--- config.mk ---
export PLATFORM = sky130hd
export DESIGN_NAME = bct_mem
export DESIGN_NICKNAME = d
export VERILOG_FILES = /design/src/sv/binding_cache_table_defines.svh /design/src/sv/bct_pkg.sv /design/src/sv/bct_mem.sv
export SDC_FILE = /design/constraint.sdc
export NUM_CORES = 2
export LEC_CHECK = 0
export BUFFER_PORTS_ARGS = -buffer_cell sky130_fd_sc_hd__buf_2
export CAP_MARGIN = 20
export CORE_ASPECT_RATIO = 2
export CORE_MARGIN = 8
export CORE_UTILIZATION = 40
export CTS_CLUSTER_SIZE = 30
export DETAILED_ROUTE_END_ITERATION = 12
export GPL_ROUTABILITY_DRIVEN = 0
export PLACE_DENSITY_LB_ADDON = 0.3
export SETUP_SLACK_MARGIN = 0.05
export SYNTH_ARGS = -nofsm -noshare
export SYNTH_HDL_FRONTEND = slang
export SYNTH_MEMORY_MAX_BITS = 65536
export SYNTH_SLANG_ARGS = --single-unit
--- constraint.sdc ---
create_clock -name clk -period 27 [get_ports clk]
set_input_delay 4.05 -clock clk [delete_from_list [all_inputs] [get_ports clk]]
set_output_delay 4.05 -clock clk [all_outputs]
set_load 0.1 [all_outputs]
--- src/sv/binding_cache_table_defines.svh ---
// assertion macros for the binding cache table
// no dependencies
`ifndef BINDING_CACHE_TABLE_DEFINES_SVH
`define BINDING_CACHE_TABLE_DEFINES_SVH
// implication checked on every rising clock edge outside reset
`define BCT_ASSERT_IMP(label, clk, rst, a, c, msg) \
  label: assert property (@(posedge clk) disable iff (rst) (a) |-> (c)) else $error(msg);
// next-cycle implication checked outside reset
`define BCT_ASSERT_NEXT(label, clk, rst, a, c, msg) \
  label: assert property (@(posedge clk) disable iff (rst) (a) |=> (c)) else $error(msg);
`endif

--- src/sv/bct_pkg.sv ---
// types and constants shared by the binding cache table
// no dependencies
package bct_pkg;
  localparam logic [2:0] OP_INSERT = 3'd0;
  localparam logic [2:0] OP_FIND_HOME = 3'd1;
  localparam logic [2:0] OP_FIND_COA = 3'd2;
  localparam logic [2:0] OP_REMOVE = 3'd3;
  localparam logic [2:0] OP_TICK = 3'd4;

  localparam logic [1:0] ST_OK = 2'd0;
  localparam logic [1:0] ST_MISS = 2'd1;
  localparam logic [1:0] ST_FULL = 2'd2;

  typedef enum logic [2:0] {
    S_IDLE, S_SCAN, S_WRITE, S_DONE
  } state_t;

  typedef struct packed {
    logic [63:0] kh;
    logic [63:0] kl;
    logic [63:0] ch;
    logic [63:0] cl;
    logic [31:0] life;
  } entry_t;
endpackage

--- src/sv/bct_mem.sv ---
// entry memory of the binding cache table: one write port, one registered read port
// depends on bct_pkg
module bct_mem #(
  parameter int ENTRIES = 16,
  parameter int AW = 4
) (
  input  logic           clk,
  input  logic           we,
  input  logic [AW-1:0]  waddr,
  input  bct_pkg::entry_t wdata,
  input  logic [AW-1:0]  raddr,
  output bct_pkg::entry_t rdata
);
  import bct_pkg::*;
  entry_t mem [ENTRIES];

  always_ff @(posedge clk) begin
    if (we) begin
      mem[waddr] <= wdata;
    end
    rdata <= mem[raddr];
  end
endmodule

==> impl_metrics.yaml <==
floorplan:
  die_w_um: 488
  die_y_um: 959
  core_um2: 443000
  initial_core_util: 0.401
  placementRows: 346
  dieArea_um2: 468000
  ios: 586
critical_path:
  start_kind: "input pin"
  worstSetupPathType: "input pin to register"
  max_stage_delay_ns: 0.87
  crit_slowest_cell: "buf_4"
  cp_max_fo: 108
  path_cells: "buf_8 > buf_12 > buf_4 > buf_4 > buf_4 > mux4_2 > a22oi_1 > nand2_1"
  crit_required_ns: 27.81
  crit_top_cell: "buf_4"
  path_delay_family: "buffers and inverters"
  cp.arrival_ns: 9.04
  worst-path-buf-inv: 5
  end_kind: "register"
timing:
  setup_tns_ns: 0
  grt_setup_unrepaired: "false"
  setup_viol: 0
  fin_crit_sh: 0.305
  finalMaxSlewViolations: 0
  hold_violations: 0
  finClkSkew_ns: 0.0551
  setup_ws_ns: 18.77
  min_period_ns: 8.23
  fmax_ghz: 0.121
  relSlewSlack: 0.266
  worstMarginPinSlew_ns: 1.10
global_route:
  antenna_found_initial: 147
  grt_max_degree: 152
  overflow: 0
  grtUsageTotal: 0.188
  grt_pass1_vias: 87900
  grt_first_pass_wirelength_mm: 639
synthesis:
  yosysSeqAreaShare: 0.810
  synth_top_cell_area_share: 0.778
  synth_most_common_cell: "edfxtp_1"
  avgSynthCellArea_um2: 23.6
  synthFlopType: "edfxtp_1"
  synth_fp_nets: 7825
  synth_top_area_cell: "edfxtp_1"
  synth-async-reset-ratio: 0
  ys_warn_count: 0
  synth_seq_cells: 4896
  yosys-top-cells-area: "edfxtp_1, mux4_2, dfxtp_1"
  synthTopCellsByCount: "edfxtp_1, mux4_2, a22oi_1, dfxtp_1, nand2_1"
  syn_area_um2: 178000
  synthDistinctLibCells: 22
  synth_edf_count: 4608
  synth_cells: 7527
power_and_ir_drop:
  seqPwrFrac: 0.539
  p_int_w: 0.0122
  sw_frac_of_total: 0.230
  p_comb_frac: 0.069
  p_per_area_nw_per_um2: 78.4
  vdd_drop_max_mv: 0.0706
  p_leak_nw: 64.8
  clock_power_share: 0.391
  switching_power_w: 0.00365
place:
  io_buffers: 585
  dp.cells: 13800
  placed_area_um2: 188000
  dp_slack_ns: 17.85
  hpwlAfterDp_mm: 242
clock_network:
  htreeDepth: 5
  post-cts-setup-buffer-count: 0
  cts_tree: "built"
  cts-resized-gates: 0
  clock_sink_count: 4896
  cts_buffers: 419
  clockBufferDepth: 4
  insertion_delay_ns: 0.97
  root_buffer: "clkbuf_16"
  cts_hold_buf: 0
  clk_pin_slew_ns: 0.07
route:
  vias_per_cell: 5.60
  antenna_left: 0
  dr_total_vias: 82200
  avgRoutedWirePerCell_um: 30.9
  drc: 0
  drt_first_iter_violations: 7731
  routed_wl_mm: 452
  first_pass_iters: 5
run_status:
  status: "complete, no violations"
finish:
  area_delta_synth_final_pct: 13.9
  layout-drive-gt1-share: 0.290
  final_cells: 14700
  post-route-util: 0.457
  post-route-cell-area_um2: 203000
  layout.nets: 8621
job:
  maxCapViolations: 0
hold_path:
  hp-class: "register to register"
final cells by class:
class	instances	area (um2)
Clock inverter	248	2910
Fill cell	36800	241000
Antenna cell	67	168
Timing Repair Buffer	775	4670
Sequential cell	4896	144000
Multi-Input combinational cell	2231	32100
Clock buffer	532	11300
Tap cell	5916	7400
kinds of logic (layout without fill, tap and decap cells):
family / after synthesis / after routing / synth area share
compound gates: 620 / 620 / 0.0261
buf+inv: 400 / 1555 / 0.0104
flops: 4896 / 4896 / 0.810
mux: 1248 / 1248 / 0.145
other cells: 0 / 67 / 0
simple gates: 363 / 363 / 0.00828
registers in the layout, summed over array words and instances (netlist names):
name / cells
mem: 4608
rdata: 288
per-stage QoR:
step	total power, W	hold slack [ns]
detailed placement	0.00986	0.652
CTS	0.0160	0.652
finish	0.0159	0.645
global route	0.0163	0.681
floorplan	0.00951	0.635
global placement	0.00983	0.651
worst paths after layout:
path,slack (ns),from,cells after the start,to
setup / recovery,18.77,raddr[1],8,rdata[230]
hold / removal,0.65,mem[4][229],3,rdata[229]
setup reg to reg,25.59,mem[3][199],3,rdata[199]
hold reg to reg,0.65,mem[4][229],3,rdata[229]
worst register-to-register path, stage by stage, from the launching register on:
cell and delay, ns:
edfxtp_1 0.36, mux4_2 0.48, a22oi_1 0.36, nand2_1 0.11
cells in the final DEF, fill, tap and decap left out, types with 7 or more instances in the layout:
cell / instances
dfxtp_1: 288
clkinv_1: 48
mux2i_1: 184
nand2_1: 281
nor2_4: 15
o21ai_0: 7
clkinv_2: 81
clkbuf_8: 29
buf_2: 581
clkbuf_16: 422
clkbuf_1: 81
inv_6: 17
clkinvlp_4: 27
edfxtp_1: 4608
bufinv_16: 50
mux4_2: 1064
clkinv_4: 9
clkinv_16: 10
a22oi_1: 612
nand3_1: 45
buf_4: 169
diode_2: 67
buf_12: 22
per-layer routing:
metal	up-vias	GRT usage	routed length (um)
met3	792	0.0368	31200
met2	2935	0.324	230000
met5	-	0	410
li1	33700	-	-
met1	44700	0.241	177000
met4	64	0.0576	13600
power groups by stage:
stage | registers, W | logic, W | clock network (W)
4_1_cts | 0.00857 | 0.00112 | 0.00635
5_1_grt | 0.00858 | 0.00116 | 0.00660
3_5_place_dp | 0.00874 | 0.00112 | 0
2_1_floorplan | 0.00911 | 0.000400 | 0
3_3_place_gp | 0.00873 | 0.00110 | 0
6_report | 0.00857 | 0.00110 | 0.00622
No activity file was read; power rests on OpenSTA's default activity.
